**src/rtl/core/shw_pkg.sv**
```systemverilog
package shw_pkg;

    // Fixed field widths of the item ports.
    localparam int PIVOT_W = 16;
    localparam int POS_W   = 16;
    localparam int SCALE_W = 8;
    localparam int TURN_W  = 2;
    localparam int FLIP_W  = 2;
    localparam int OUT_W   = 22;

    // Bit positions inside flip_mode.
    localparam int FLIP_H_BIT = 0;
    localparam int FLIP_V_BIT = 1;

    // Quarter-turn codes.
    localparam logic [TURN_W-1:0] TURN_NONE    = 2'd0;
    localparam logic [TURN_W-1:0] TURN_QUARTER = 2'd1;
    localparam logic [TURN_W-1:0] TURN_HALF    = 2'd2;
    localparam logic [TURN_W-1:0] TURN_THREE   = 2'd3;

    // Saturation bounds of a world edge.
    localparam logic signed [OUT_W-1:0] OUT_MAX = {1'b0, {(OUT_W-1){1'b1}}};
    localparam logic signed [OUT_W-1:0] OUT_MIN = {1'b1, {(OUT_W-1){1'b0}}};

    // Width of a box edge relative to the anchor, in fixed point. It has room
    // for the edge, the anchor (pivot plus one half) and a negation.
    function automatic int local_w(int edge_bits, int frac_bits);
        int ew;
        ew = edge_bits + frac_bits;
        if (ew < PIVOT_W + 1) begin
            ew = PIVOT_W + 1;
        end
        return ew + 2;
    endfunction

    // Width of the scaled and offset sum; wide enough that the rounded value
    // can always be compared against the output bounds.
    function automatic int sum_w(int edge_bits, int frac_bits);
        int a;
        int b;
        a = local_w(edge_bits, frac_bits) + SCALE_W;
        b = POS_W + frac_bits;
        if (b > a) begin
            a = b;
        end
        a = a + 3;
        if (a < OUT_W + frac_bits + 1) begin
            a = OUT_W + frac_bits + 1;
        end
        return a;
    endfunction

endpackage

```
**src/rtl/core/shw_local.sv**
```systemverilog
module shw_local #(
    parameter int FRAC_BITS = 4,
    parameter int EDGE_BITS = 12,
    parameter int LW = shw_pkg::local_w(EDGE_BITS, FRAC_BITS),
    parameter int SW = shw_pkg::sum_w(EDGE_BITS, FRAC_BITS)
) (
    input  logic [EDGE_BITS-1:0]               src_left,
    input  logic [EDGE_BITS-1:0]               src_top,
    input  logic [EDGE_BITS-1:0]               src_right,
    input  logic [EDGE_BITS-1:0]               src_bottom,
    input  logic [shw_pkg::PIVOT_W-1:0]        pivot_x,
    input  logic [shw_pkg::PIVOT_W-1:0]        pivot_y,
    input  logic signed [shw_pkg::POS_W-1:0]   pos_x,
    input  logic signed [shw_pkg::POS_W-1:0]   pos_y,
    input  logic [shw_pkg::TURN_W-1:0]         quarter_turns,
    input  logic [shw_pkg::SCALE_W-1:0]        scale_x,
    input  logic [shw_pkg::SCALE_W-1:0]        scale_y,
    input  logic [shw_pkg::FLIP_W-1:0]         flip_mode,
    output logic signed [LW-1:0]               loc_left,
    output logic signed [LW-1:0]               loc_top,
    output logic signed [LW-1:0]               loc_right,
    output logic signed [LW-1:0]               loc_bottom,
    output logic signed [SW-1:0]               origin_x,
    output logic signed [SW-1:0]               origin_y,
    output logic [shw_pkg::SCALE_W-1:0]        eff_scale_x,
    output logic [shw_pkg::SCALE_W-1:0]        eff_scale_y
);

    logic signed [LW-1:0] anchor_x;
    logic signed [LW-1:0] anchor_y;
    logic signed [LW-1:0] l0, t0, r0, b0;
    logic signed [LW-1:0] l1, t1, r1, b1;
    logic signed [LW-1:0] l2, t2, r2, b2;

    // Anchor sits half a pixel past the pivot.
    assign anchor_x = LW'(pivot_x) + (LW'(1) << (FRAC_BITS - 1));
    assign anchor_y = LW'(pivot_y) + (LW'(1) << (FRAC_BITS - 1));

    assign l0 = (LW'(src_left) << FRAC_BITS) - anchor_x;
    assign r0 = (LW'(src_right) << FRAC_BITS) - anchor_x;
    assign t0 = (LW'(src_top) << FRAC_BITS) - anchor_y;
    assign b0 = (LW'(src_bottom) << FRAC_BITS) - anchor_y;

    // Mirroring swaps the pair and negates it.
    assign l1 = flip_mode[shw_pkg::FLIP_H_BIT] ? -r0 : l0;
    assign r1 = flip_mode[shw_pkg::FLIP_H_BIT] ? -l0 : r0;
    assign t1 = flip_mode[shw_pkg::FLIP_V_BIT] ? -b0 : t0;
    assign b1 = flip_mode[shw_pkg::FLIP_V_BIT] ? -t0 : b0;

    always_comb begin
        case (quarter_turns)
            shw_pkg::TURN_QUARTER: begin
                l2 = b1;  r2 = t1;  b2 = -r1; t2 = -l1;
            end
            shw_pkg::TURN_HALF: begin
                l2 = -r1; r2 = -l1; b2 = -t1; t2 = -b1;
            end
            shw_pkg::TURN_THREE: begin
                l2 = -t1; r2 = -b1; b2 = l1;  t2 = r1;
            end
            default: begin
                l2 = l1;  r2 = r1;  b2 = b1;  t2 = t1;
            end
        endcase
    end

    // Rotated boxes are put back in order; an unrotated box is left as given.
    always_comb begin
        loc_left   = l2;
        loc_right  = r2;
        loc_top    = t2;
        loc_bottom = b2;
        if (quarter_turns != shw_pkg::TURN_NONE) begin
            if (l2 > r2) begin
                loc_left  = r2;
                loc_right = l2;
            end
            if (b2 > t2) begin
                loc_bottom = t2;
                loc_top    = b2;
            end
        end
    end

    assign eff_scale_x = quarter_turns[0] ? scale_y : scale_x;
    assign eff_scale_y = quarter_turns[0] ? scale_x : scale_y;

    assign origin_x = (SW'(pos_x) <<< FRAC_BITS) - (SW'(eff_scale_x) << (FRAC_BITS - 1));
    assign origin_y = (SW'(pos_y) <<< FRAC_BITS) + (SW'(eff_scale_y) << (FRAC_BITS - 1));

endmodule

```
**src/rtl/core/shw_edge.sv**
```systemverilog
module shw_edge #(
    parameter int FRAC_BITS = 4,
    parameter int EDGE_BITS = 12,
    parameter int LW = shw_pkg::local_w(EDGE_BITS, FRAC_BITS),
    parameter int SW = shw_pkg::sum_w(EDGE_BITS, FRAC_BITS)
) (
    input  logic signed [LW-1:0]               loc,
    input  logic [shw_pkg::SCALE_W-1:0]        scale,
    input  logic signed [SW-1:0]               origin,
    output logic signed [shw_pkg::OUT_W-1:0]   world
);

    localparam int PW = LW + shw_pkg::SCALE_W + 1;
    localparam int RW = SW - FRAC_BITS;
    localparam logic signed [RW-1:0] MAX_R = RW'(shw_pkg::OUT_MAX);
    localparam logic signed [RW-1:0] MIN_R = RW'(shw_pkg::OUT_MIN);

    logic signed [PW-1:0] prod;
    logic signed [SW-1:0] acc;
    logic signed [RW-1:0] rnd;

    assign prod = loc * $signed({1'b0, scale});
    assign acc  = origin + SW'(prod) + (SW'(1) << (FRAC_BITS - 1));
    // Dropping the fraction bits of a two's complement value is a floor.
    assign rnd  = acc[SW-1:FRAC_BITS];

    always_comb begin
        if (rnd > MAX_R) begin
            world = shw_pkg::OUT_MAX;
        end else if (rnd < MIN_R) begin
            world = shw_pkg::OUT_MIN;
        end else begin
            world = rnd[shw_pkg::OUT_W-1:0];
        end
    end

endmodule

```
**src/rtl/core/sprite_hitbox_world_bounds.sv**
```systemverilog
// Channel | Direction | Handshake          | Payload
// s_      | in        | s_valid / s_ready  | box edges, pivot, position, turns, scales, flips
// m_      | out       | m_valid / m_ready  | world_left, world_top, world_right, world_bottom
//
// One item per cycle is sustained while m_ready is high. The edge that accepts an item
// loads the input register; the result register loads from it once it is free, and the
// result shows on m_ from the result register.
// aresetn is synchronous and active low; it clears both valid flags only.
// A stall on m_ holds the result register; s_ready drops only when both registers
// are full and m_ready is low.
module sprite_hitbox_world_bounds #(
    parameter int FRAC_BITS = 4,
    parameter int EDGE_BITS = 12
) (
    input  logic                                aclk,
    input  logic                                aresetn,
    input  logic                                s_valid,
    output logic                                s_ready,
    input  logic [EDGE_BITS-1:0]                s_src_left,
    input  logic [EDGE_BITS-1:0]                s_src_top,
    input  logic [EDGE_BITS-1:0]                s_src_right,
    input  logic [EDGE_BITS-1:0]                s_src_bottom,
    input  logic [shw_pkg::PIVOT_W-1:0]         s_pivot_x,
    input  logic [shw_pkg::PIVOT_W-1:0]         s_pivot_y,
    input  logic signed [shw_pkg::POS_W-1:0]    s_pos_x,
    input  logic signed [shw_pkg::POS_W-1:0]    s_pos_y,
    input  logic [shw_pkg::TURN_W-1:0]          s_quarter_turns,
    input  logic [shw_pkg::SCALE_W-1:0]         s_scale_x,
    input  logic [shw_pkg::SCALE_W-1:0]         s_scale_y,
    input  logic [shw_pkg::FLIP_W-1:0]          s_flip_mode,
    output logic                                m_valid,
    input  logic                                m_ready,
    output logic signed [shw_pkg::OUT_W-1:0]    m_world_left,
    output logic signed [shw_pkg::OUT_W-1:0]    m_world_top,
    output logic signed [shw_pkg::OUT_W-1:0]    m_world_right,
    output logic signed [shw_pkg::OUT_W-1:0]    m_world_bottom
);

    localparam int LW = shw_pkg::local_w(EDGE_BITS, FRAC_BITS);
    localparam int SW = shw_pkg::sum_w(EDGE_BITS, FRAC_BITS);

    // Input register: one item, captured as it arrives.
    logic                               in_valid_reg;
    logic [EDGE_BITS-1:0]               left_reg, top_reg, right_reg, bottom_reg;
    logic [shw_pkg::PIVOT_W-1:0]        pivot_x_reg, pivot_y_reg;
    logic signed [shw_pkg::POS_W-1:0]   pos_x_reg, pos_y_reg;
    logic [shw_pkg::TURN_W-1:0]         turns_reg;
    logic [shw_pkg::SCALE_W-1:0]        scale_x_reg, scale_y_reg;
    logic [shw_pkg::FLIP_W-1:0]         flip_reg;

    // Result register.
    logic                               out_valid_reg;
    logic signed [shw_pkg::OUT_W-1:0]   wl_reg, wt_reg, wr_reg, wb_reg;

    logic signed [LW-1:0]               loc_left, loc_top, loc_right, loc_bottom;
    logic signed [SW-1:0]               origin_x, origin_y;
    logic [shw_pkg::SCALE_W-1:0]        eff_scale_x, eff_scale_y;
    logic signed [shw_pkg::OUT_W-1:0]   wl_next, wt_next, wr_next, wb_next;

    logic out_free;
    logic s_fire;

    // The result register can load when it is empty or being drained.
    assign out_free = !out_valid_reg || m_ready;
    assign s_ready  = !in_valid_reg || out_free;
    assign s_fire   = s_valid && s_ready;

    always_ff @(posedge aclk) begin
        if (!aresetn) begin
            in_valid_reg <= 1'b0;
        end else if (s_ready) begin
            in_valid_reg <= s_valid;
        end
    end

    always_ff @(posedge aclk) begin
        if (s_fire) begin
            left_reg    <= s_src_left;
            top_reg     <= s_src_top;
            right_reg   <= s_src_right;
            bottom_reg  <= s_src_bottom;
            pivot_x_reg <= s_pivot_x;
            pivot_y_reg <= s_pivot_y;
            pos_x_reg   <= s_pos_x;
            pos_y_reg   <= s_pos_y;
            turns_reg   <= s_quarter_turns;
            scale_x_reg <= s_scale_x;
            scale_y_reg <= s_scale_y;
            flip_reg    <= s_flip_mode;
        end
    end

    // Anchor, mirror, rotate and reorder the box, and form both origins.
    shw_local #(
        .FRAC_BITS (FRAC_BITS),
        .EDGE_BITS (EDGE_BITS),
        .LW        (LW),
        .SW        (SW)
    ) u_local (
        .src_left      (left_reg),
        .src_top       (top_reg),
        .src_right     (right_reg),
        .src_bottom    (bottom_reg),
        .pivot_x       (pivot_x_reg),
        .pivot_y       (pivot_y_reg),
        .pos_x         (pos_x_reg),
        .pos_y         (pos_y_reg),
        .quarter_turns (turns_reg),
        .scale_x       (scale_x_reg),
        .scale_y       (scale_y_reg),
        .flip_mode     (flip_reg),
        .loc_left      (loc_left),
        .loc_top       (loc_top),
        .loc_right     (loc_right),
        .loc_bottom    (loc_bottom),
        .origin_x      (origin_x),
        .origin_y      (origin_y),
        .eff_scale_x   (eff_scale_x),
        .eff_scale_y   (eff_scale_y)
    );

    // Each edge gets its own small multiplier, offset, rounding and clamp.
    shw_edge #(.FRAC_BITS(FRAC_BITS), .EDGE_BITS(EDGE_BITS), .LW(LW), .SW(SW)) u_edge_left (
        .loc (loc_left), .scale (eff_scale_x), .origin (origin_x), .world (wl_next)
    );

    shw_edge #(.FRAC_BITS(FRAC_BITS), .EDGE_BITS(EDGE_BITS), .LW(LW), .SW(SW)) u_edge_top (
        .loc (loc_top), .scale (eff_scale_y), .origin (origin_y), .world (wt_next)
    );

    shw_edge #(.FRAC_BITS(FRAC_BITS), .EDGE_BITS(EDGE_BITS), .LW(LW), .SW(SW)) u_edge_right (
        .loc (loc_right), .scale (eff_scale_x), .origin (origin_x), .world (wr_next)
    );

    shw_edge #(.FRAC_BITS(FRAC_BITS), .EDGE_BITS(EDGE_BITS), .LW(LW), .SW(SW)) u_edge_bottom (
        .loc (loc_bottom), .scale (eff_scale_y), .origin (origin_y), .world (wb_next)
    );

    always_ff @(posedge aclk) begin
        if (!aresetn) begin
            out_valid_reg <= 1'b0;
        end else if (out_free) begin
            out_valid_reg <= in_valid_reg;
        end
    end

    always_ff @(posedge aclk) begin
        if (out_free && in_valid_reg) begin
            wl_reg <= wl_next;
            wt_reg <= wt_next;
            wr_reg <= wr_next;
            wb_reg <= wb_next;
        end
    end

    assign m_valid        = out_valid_reg;
    assign m_world_left   = wl_reg;
    assign m_world_top    = wt_reg;
    assign m_world_right  = wr_reg;
    assign m_world_bottom = wb_reg;

`ifndef SYNTHESIS
    // An accepted item always lands in the input register.
    assert property (@(posedge aclk) disable iff (!aresetn)
        s_fire |=> in_valid_reg)
        else $error("accepted item not captured");

    // An item in the input register moves on whenever the result side is free.
    assert property (@(posedge aclk) disable iff (!aresetn)
        (in_valid_reg && out_free) |=> m_valid)
        else $error("item lost between input and result registers");

    // With a stalled result, a held input item stays put.
    assert property (@(posedge aclk) disable iff (!aresetn)
        (in_valid_reg && !out_free) |=> (in_valid_reg && $stable(left_reg)
            && $stable(turns_reg)))
        else $error("input register changed under a stall");

    // Reset empties both registers.
    assert property (@(posedge aclk)
        !aresetn |=> (!in_valid_reg && !m_valid))
        else $error("valid flags not cleared by reset");
`endif

endmodule

```
**config.mk**
```make
export PLATFORM = sky130hd
export DESIGN_NAME = sprite_hitbox_world_bounds
export DESIGN_NICKNAME = d
export VERILOG_FILES = /design/src/rtl/core/shw_pkg.sv /design/src/rtl/core/shw_local.sv /design/src/rtl/core/shw_edge.sv /design/src/rtl/core/sprite_hitbox_world_bounds.sv
export SDC_FILE = /design/constraint.sdc
export NUM_CORES = 2
export LEC_CHECK = 0
export BUFFER_PORTS_ARGS = -buffer_cell sky130_fd_sc_hd__buf_4
export CAP_MARGIN = 20
export CORE_MARGIN = 5
export CORE_UTILIZATION = 40
export DETAILED_ROUTE_END_ITERATION = 12
export GPL_ROUTABILITY_DRIVEN = 0
export GPL_TIMING_DRIVEN = 0
export MAX_ROUTING_LAYER = met4
export SYNTH_ARGS = -nofsm -noshare
export SYNTH_HDL_FRONTEND = slang
export SYNTH_HIERARCHICAL = 1
export SYNTH_SLANG_ARGS = --single-unit
```
**constraint.sdc**
```tcl
create_clock -name aclk -period 12.4 [get_ports aclk]
set_input_delay 2.48 -clock aclk [delete_from_list [all_inputs] [get_ports aclk]]
set_output_delay 2.48 -clock aclk [all_outputs]
set_load 0.02 [all_outputs]
```
# Word-level counts from Yosys, hierarchy flattened
# Index checks and enable logic that the tools add are counted.
word_totals:
  rom_bits: 0
  mem_count: 0
  ram_bits: 0
  inputBits: 136
  regBits: 222
  latch_bits: 0
classes:
  n_div: 0
  reduce_logical: 7
  addsub: 24
  shift: 0
  n_bitwise: 0
  eq_ne: 3
  n_mux: 22
  order_cmp: 10
  multipliers: 4
ops:
  columns: ["op", "n"]
  rows:
  - ["two-way mux 19 bit", 12]
  - ["case mux 19 bit (3 select lines)", 4]
  - ["negator 19 bit", 8]
  - ["adder 30 x 5 -> 30 bit, second input constant", 4]
  - ["adder 21 x 28 -> 29 bit", 4]
  - ["multiplier 19 x 9 -> 28 bit", 4]
  - ["greater-than comparator 26 x 22 -> 1 bit, second input constant", 4]
  - ["< comparator 26 x 22 -> 1 bit, second input constant", 4]
  - ["two-way mux 22 bit", 4]
  - ["subtractor 16 x 19 -> 19 bit", 4]
  - ["greater-than comparator 19 bit", 2]
  - ["adder 16 x 4 -> 17 bit, second input constant", 2]
  - ["adder 20 x 12 -> 21 bit", 1]
  - ["subtractor 20 x 12 -> 21 bit", 1]
  - ["two-way mux 8 bit", 2]
  - ["== test 2 bit, second input constant", 2]
  - ["== test 2 x 1 -> 1 bit, second input constant", 1]
  - ["logical AND 1 bit", 2]
  - ["logical NOT 1 bit", 2]
  - ["logical OR 1 bit", 2]
  - ["nonzero test 2 bit", 1]

# Depth between registers and ports, before layout
depth:
  depth_word: 14
  mapped_depth: 54

# Cells and area by module
# The synthesis kept the hierarchy.
modules_own_cells:
  columns: ["module", "area_each_um2", "n_inst", "cells_per_inst", "seq_area_each_um2"]
  rows:
  - ["shw_local", 14685.3, 1, 2147, 0.0]
  - ["shw_edge at u_edge_left", 6782.8, 1, 796, 0.0]
  - ["shw_edge at u_edge_right", 6755.2, 1, 806, 0.0]
  - ["sprite_hitbox_world_bounds", 6710.2, 1, 229, 6646.4]
  - ["shw_edge at u_edge_bottom", 6687.7, 1, 786, 0.0]
  - ["shw_edge at u_edge_top", 6661.4, 1, 769, 0.0]

# Worst setup path after synthesis
# Ideal clock, no wire load.
synth_timing:
  path_kind: "register -> register"
  start: "reg pivot_x_reg[3] in the netlist's numbering"
  end: "reg wb_reg, in the netlist m_world_bottom[16] (data pin)"
  required_ps: 12146
  stages_incl_launch_ff: 47
  t_arrival_ps: 11774
  setup_slack_ps: 372
  path_cell_list: "edfxtp_1 ha_1 xnor2_1 ha_1 a21oi_1 o21ai_1 o21a_1 o31ai_1 o31ai_1 xor2_1 or3_1 clkbuf_1 nor4bb_1 mux2i_1 nand2_1 or3_1 nand3_1 a21o_1 [11 not listed] fa_1 inv_1 fa_1 inv_1 fa_1 fa_1 inv_1 ha_1 a21o_2 or4_1 a21oi_1 nor3_1 or3_1 o311a_1 nor4b_4 o41a_1 buf_6 a21o_1"
synth_via:
  elab_chain_len: 14
synth_lines:
  columns: ["item", "line_no", "text"]
  rows:
  - ["start: declaration", "sprite_hitbox_world_bounds.sv:45", "logic [shw_pkg::PIVOT_W-1:0] pivot_x_reg, pivot_y_reg;"]
  - ["start signal: assignment", "sprite_hitbox_world_bounds.sv:82", "pivot_x_reg <= s_pivot_x;"]
  - ["adder 16 x 4 -> 17 bit *", "shw_local.sv:36", "assign anchor_x = LW'(pivot_x) + (LW'(1) << (FRAC_BITS - 1));"]
  - ["subtractor 16 x 19 -> 19 bit (on tied branches)", "shw_local.sv:39, shw_local.sv:40", null]
  - ["negator 19 bit (on tied branches)", "shw_local.sv:46, shw_local.sv:45", null]
  - ["two-way mux 19 bit (on tied branches)", "shw_local.sv:46, shw_local.sv:45", null]
  - ["negator 19 bit", "shw_local.sv:53", "l2 = b1; r2 = t1; b2 = -r1; t2 = -l1;"]
  - ["case mux 19 bit (3 select lines)", "shw_local.sv:51", "case (quarter_turns)"]
  - ["greater-than comparator 19 bit", "shw_local.sv:78", "if (b2 > t2) begin"]
  - ["two-way mux 19 bit", "shw_local.sv:78", null]
  - ["two-way mux 19 bit *", "shw_local.sv:73", "if (quarter_turns != shw_pkg::TURN_NONE) begin"]
  - ["net loc_bottom[18]", "sprite_hitbox_world_bounds.sv:55", "logic signed [LW-1:0] loc_left, loc_top, loc_right, loc_bottom;"]
  - ["multiplier 19 x 9 -> 28 bit *", "shw_edge.sv:22", "assign prod = loc * $signed({1'b0, scale});"]
  - ["adder 21 x 28 -> 29 bit *", "shw_edge.sv:23", "assign acc = origin + SW'(prod) + (SW'(1) << (FRAC_BITS - 1));"]
  - ["adder 30 x 5 -> 30 bit *", "shw_edge.sv:23", null]
  - ["< comparator 26 x 22 -> 1 bit", "shw_edge.sv:30", "end else if (rnd < MIN_R) begin"]
  - ["two-way mux 22 bit", "shw_edge.sv:30", null]
  - ["end signal: assignment", "sprite_hitbox_world_bounds.sv:152", "wb_reg <= wb_next;"]
  - ["end: declaration", "sprite_hitbox_world_bounds.sv:53", "logic signed [shw_pkg::OUT_W-1:0] wl_reg, wt_reg, wr_reg, wb_reg;"]
# The timed path passes the listed nets; every way through them passes the cells marked *.
# A chain may end at the register's enable or synchronous reset.

# Worst setup path in the final report
layout_timing:
  start: "reg pivot_x_reg[0] in the netlist's numbering"
  end: "reg wb_reg, in the netlist m_world_bottom[15] (data pin)"
# The elaborated chain is that of the path after synthesis.

==> reports/results.ini <==
[outcome]
outcome=finished, final reports clean

[clock_tree]
cts_root_buf=sky130_fd_sc_hd__clkbuf_16
numClockSinks=222
clock_tree.htree_level_count=1
cts_inserted_buffers=27
cts_stage_hold_buffer_count=0
worst_skew_pair.late_latency_ns=0.62
ctsLongestPathBuffers=3
clock_tree_from_tritoncts=yes
clkSlewWorstSetupHoldPaths_ns=0.06

[final_layout]
post_layout_nonfiller_instances=7665
finish.net_count=7073
post_route_cells_drive_above_1_share=0.220
n_antenna_cell=0
area_growth_syn_to_layout_pct=21.6

[global_routing]
grt_pass1_vias=43200
grt.overflow.total=0
grt_max_degree=38
antenna_found_initial=1
grt_first_pass_wirelength_mm=244
grtUsageTotal=0.247

[detailed_routing]
route.antenna.remaining_nets=0
detail_route.iter0.violations=3885
detail_route.wl_per_cell_um=20.8
wl_mm=159
drt_pre_antenna_iters=9
route.detailed.vias_per_inst=5.61
drc=0
via_count=43000

[worst_setup_path]
cp_top_family=compound AO/OA/AOI/OAI gates
cp_slowest_cell=sky130_fd_sc_hd__o21ai_0
r2r-start=pivot_x_reg[0]
critical_path.max_stage_delay_ns=0.71
crit_path_frequent_cell=sky130_fd_sc_hd__fa_1
critical_path.n_buffers_inverters=10
critical_path.endpoint_type=register
worst-path-stages=46
r2r_end=m_world_bottom[15]
reg2reg_setup_slack_ns=0.10
timing.setup.critical_path_class=register to register
crit_arrival_ns=12.67
cp-start-kind=register
reg2reg_depth=46
timing.critical_path.required_ns=12.77
critPathMaxFanout=10

[floorplan]
floorplan.rows=127
dieArea_um2=128000
ios=226
fp.coreArea_um2=120000
height_of_the_chip_um=357
floorplan.initialDensity=0.402
die_w_um=357

[job]
timing.max_cap.violations=0

[timing]
finalHoldViolCount=0
maxClockFrequency_mhz=81.3
grt_setup_unrepaired=yes
tmin_final_ns=12.30
final-max-slew-violation-count=0
timing_worst_slew_pin_value_ns=1.14
fin_skew_ns=0.0131
setup_violation_total_in_the_final_timing_report=0
timing.max_slew.rel_slack=0.230
ratio_of_final_minimum_period_to_clock_period=0.992

[placed_design]
buffer_ports.inserted=225
place.detailed.hpwl_mm=126
dp_cells=7399

[worst_hold_path]
worstHoldStart=m_valid
whs_endpoint=in_valid_reg
hold_path_depth=2
min-delay-path-class=register to register

[logic_synthesis]
synthesis.area_per_instance_um2=8.73
yosys-top-cells-area=sky130_fd_sc_hd__fa_1 (25%), sky130_fd_sc_hd__edfxtp_1 (14%), sky130_fd_sc_hd__ha_1 (7.9%), sky130_fd_sc_hd__inv_1 (7.0%), sky130_fd_sc_hd__and2_1 (4.6%)
ys.flop_type=sky130_fd_sc_hd__edfxtp_1
yosys.area.top_type=sky130_fd_sc_hd__fa_1
synth_seq_cells=222
ys_seq_area_frac=0.138
synthesis.instances=5533
yosysMostFrequentCell=sky130_fd_sc_hd__inv_1
syn_area_um2=48300
ys.warnings.count=6
netlist.area_leader.share=0.248
synth-edff-count=220
async_flop_share=0
synth_common_cells=sky130_fd_sc_hd__inv_1 (900), sky130_fd_sc_hd__fa_1 (598), sky130_fd_sc_hd__nand2_1 (571), sky130_fd_sc_hd__and2_1 (352), sky130_fd_sc_hd__ha_1 (306)
synthDistinctLibCells=151

## kinds of logic (layout without fill, tap and decap cells)
group	count (synthesis)	after routing	synth area share
AOI/OAI and AO/OA	1161	1161	0.174
xor gates and xnor gates	309	309	0.0634
adders and majority gates	918	918	0.330
buffers and inverters	1180	1694	0.101
DFF	222	222	0.138
muxes	68	68	0.0150
other	1	6	0.0000777
and+or+nand+nor	1674	1675	0.179
## cells in the final DEF (no fill, tap or decap), types with 22 or more instances in the layout
master | synthesis | layout
sky130_fd_sc_hd__nand2_1 | 571 | 549
sky130_fd_sc_hd__mux2i_1 | 44 | 34
sky130_fd_sc_hd__buf_4 | 43 | 497
sky130_fd_sc_hd__or3_1 | 33 | 29
sky130_fd_sc_hd__clkbuf_1 | 146 | 105
sky130_fd_sc_hd__ha_1 | 306 | 264
sky130_fd_sc_hd__o21ai_1 | 28 | 39
sky130_fd_sc_hd__o211ai_1 | 44 | 44
sky130_fd_sc_hd__o21a_1 | 44 | 39
sky130_fd_sc_hd__o21ai_0 | 179 | 147
sky130_fd_sc_hd__o21ai_2 | 25 | 41
sky130_fd_sc_hd__a21oi_1 | 232 | 194
sky130_fd_sc_hd__ha_2 | 0 | 23
sky130_fd_sc_hd__and3_1 | 41 | 38
sky130_fd_sc_hd__a31oi_1 | 54 | 37
sky130_fd_sc_hd__a21oi_2 | 13 | 43
sky130_fd_sc_hd__xor2_1 | 104 | 91
sky130_fd_sc_hd__edfxtp_1 | 220 | 220
sky130_fd_sc_hd__nand4_1 | 61 | 61
sky130_fd_sc_hd__clkbuf_16 | 0 | 28
sky130_fd_sc_hd__xnor2_1 | 178 | 147
sky130_fd_sc_hd__nand3_1 | 117 | 106
sky130_fd_sc_hd__a211oi_1 | 35 | 22
sky130_fd_sc_hd__a21o_1 | 121 | 120
sky130_fd_sc_hd__inv_1 | 900 | 885
sky130_fd_sc_hd__nor2_1 | 220 | 201
sky130_fd_sc_hd__fa_1 | 598 | 586
sky130_fd_sc_hd__xnor2_2 | 0 | 24
sky130_fd_sc_hd__buf_6 | 15 | 40
sky130_fd_sc_hd__nor3_1 | 81 | 58
sky130_fd_sc_hd__buf_2 | 41 | 38
sky130_fd_sc_hd__and2_1 | 352 | 345
## worst max path at each step
| stage | start | to |
|---|---|---|
| 2_1_floorplan | pivot_x_reg[3] | m_world_bottom[16] |
| 3_3_place_gp | pivot_y_reg[3] | m_world_left[8] |
| 3_5_place_dp | pivot_x_reg[0] | m_world_bottom[3] |
| 4_1_cts | pivot_y_reg[4] | m_world_right[7] |
| 5_1_grt | pivot_y_reg[4] | m_world_left[20] |
| 6_report | pivot_x_reg[0] | m_world_bottom[15] |
## area by class of cell
| class | instances | area, um^2 |
|---|---|---|
| clock inverter | 15 | 180 |
| tap | 1612 | 2020 |
| timing repair buffer | 495 | 4080 |
| sequential | 222 | 6650 |
| multi-input combinational | 4137 | 40200 |
| inverter | 902 | 3400 |
| buffer | 248 | 1490 |
| clock buffer | 34 | 752 |
| fill | 11300 | 61300 |
## per-stage QoR
step           worst slack, ns   util  cell area, um^2  hold WS, ns  setup TNS (ns)
5_1_grt                 -0.321  0.489            58700        0.565          -17.09
6_report                 0.104  0.489            58700        0.525               0
3_3_place_gp             -2.42  0.433            52000        0.517         -368.14
2_1_floorplan            0.372      -            48300        0.532               0
3_5_place_dp             -2.26  0.436            52300        0.523         -176.51
4_1_cts                0.00568  0.462            55500        0.533               0
## timing repair
item,in CTS,in global routing
buffers inserted,94,143
pin swaps,73,203
gates resized for setup,272,469
setup endpoints to repair,88,88
gates cloned,0,9
## per-layer routing
| metal | track usage | up-vias | wire [um] |
|---|---|---|---|
| li1 | - | 19600 | - |
| met1 | 0.320 | 21000 | 66100 |
| met2 | 0.392 | 1851 | 72500 |
| met3 | 0.0449 | 542 | 12700 |
| met4 | 0.0871 | 0 | 7780 |
| met5 | - | - | 0 |
## worst min-delay path, delay by kind of cell (launching register included)
kind,cells,cell delay (ns)
AND/OR/NAND/NOR,1,0.09
flip-flops,1,0.34
AO/OA/AOI/OAI,1,0.05
Power is left out: the tool's default activity adds up to more than one toggle a clock period on the data nets, which glitch-free logic cannot reach.
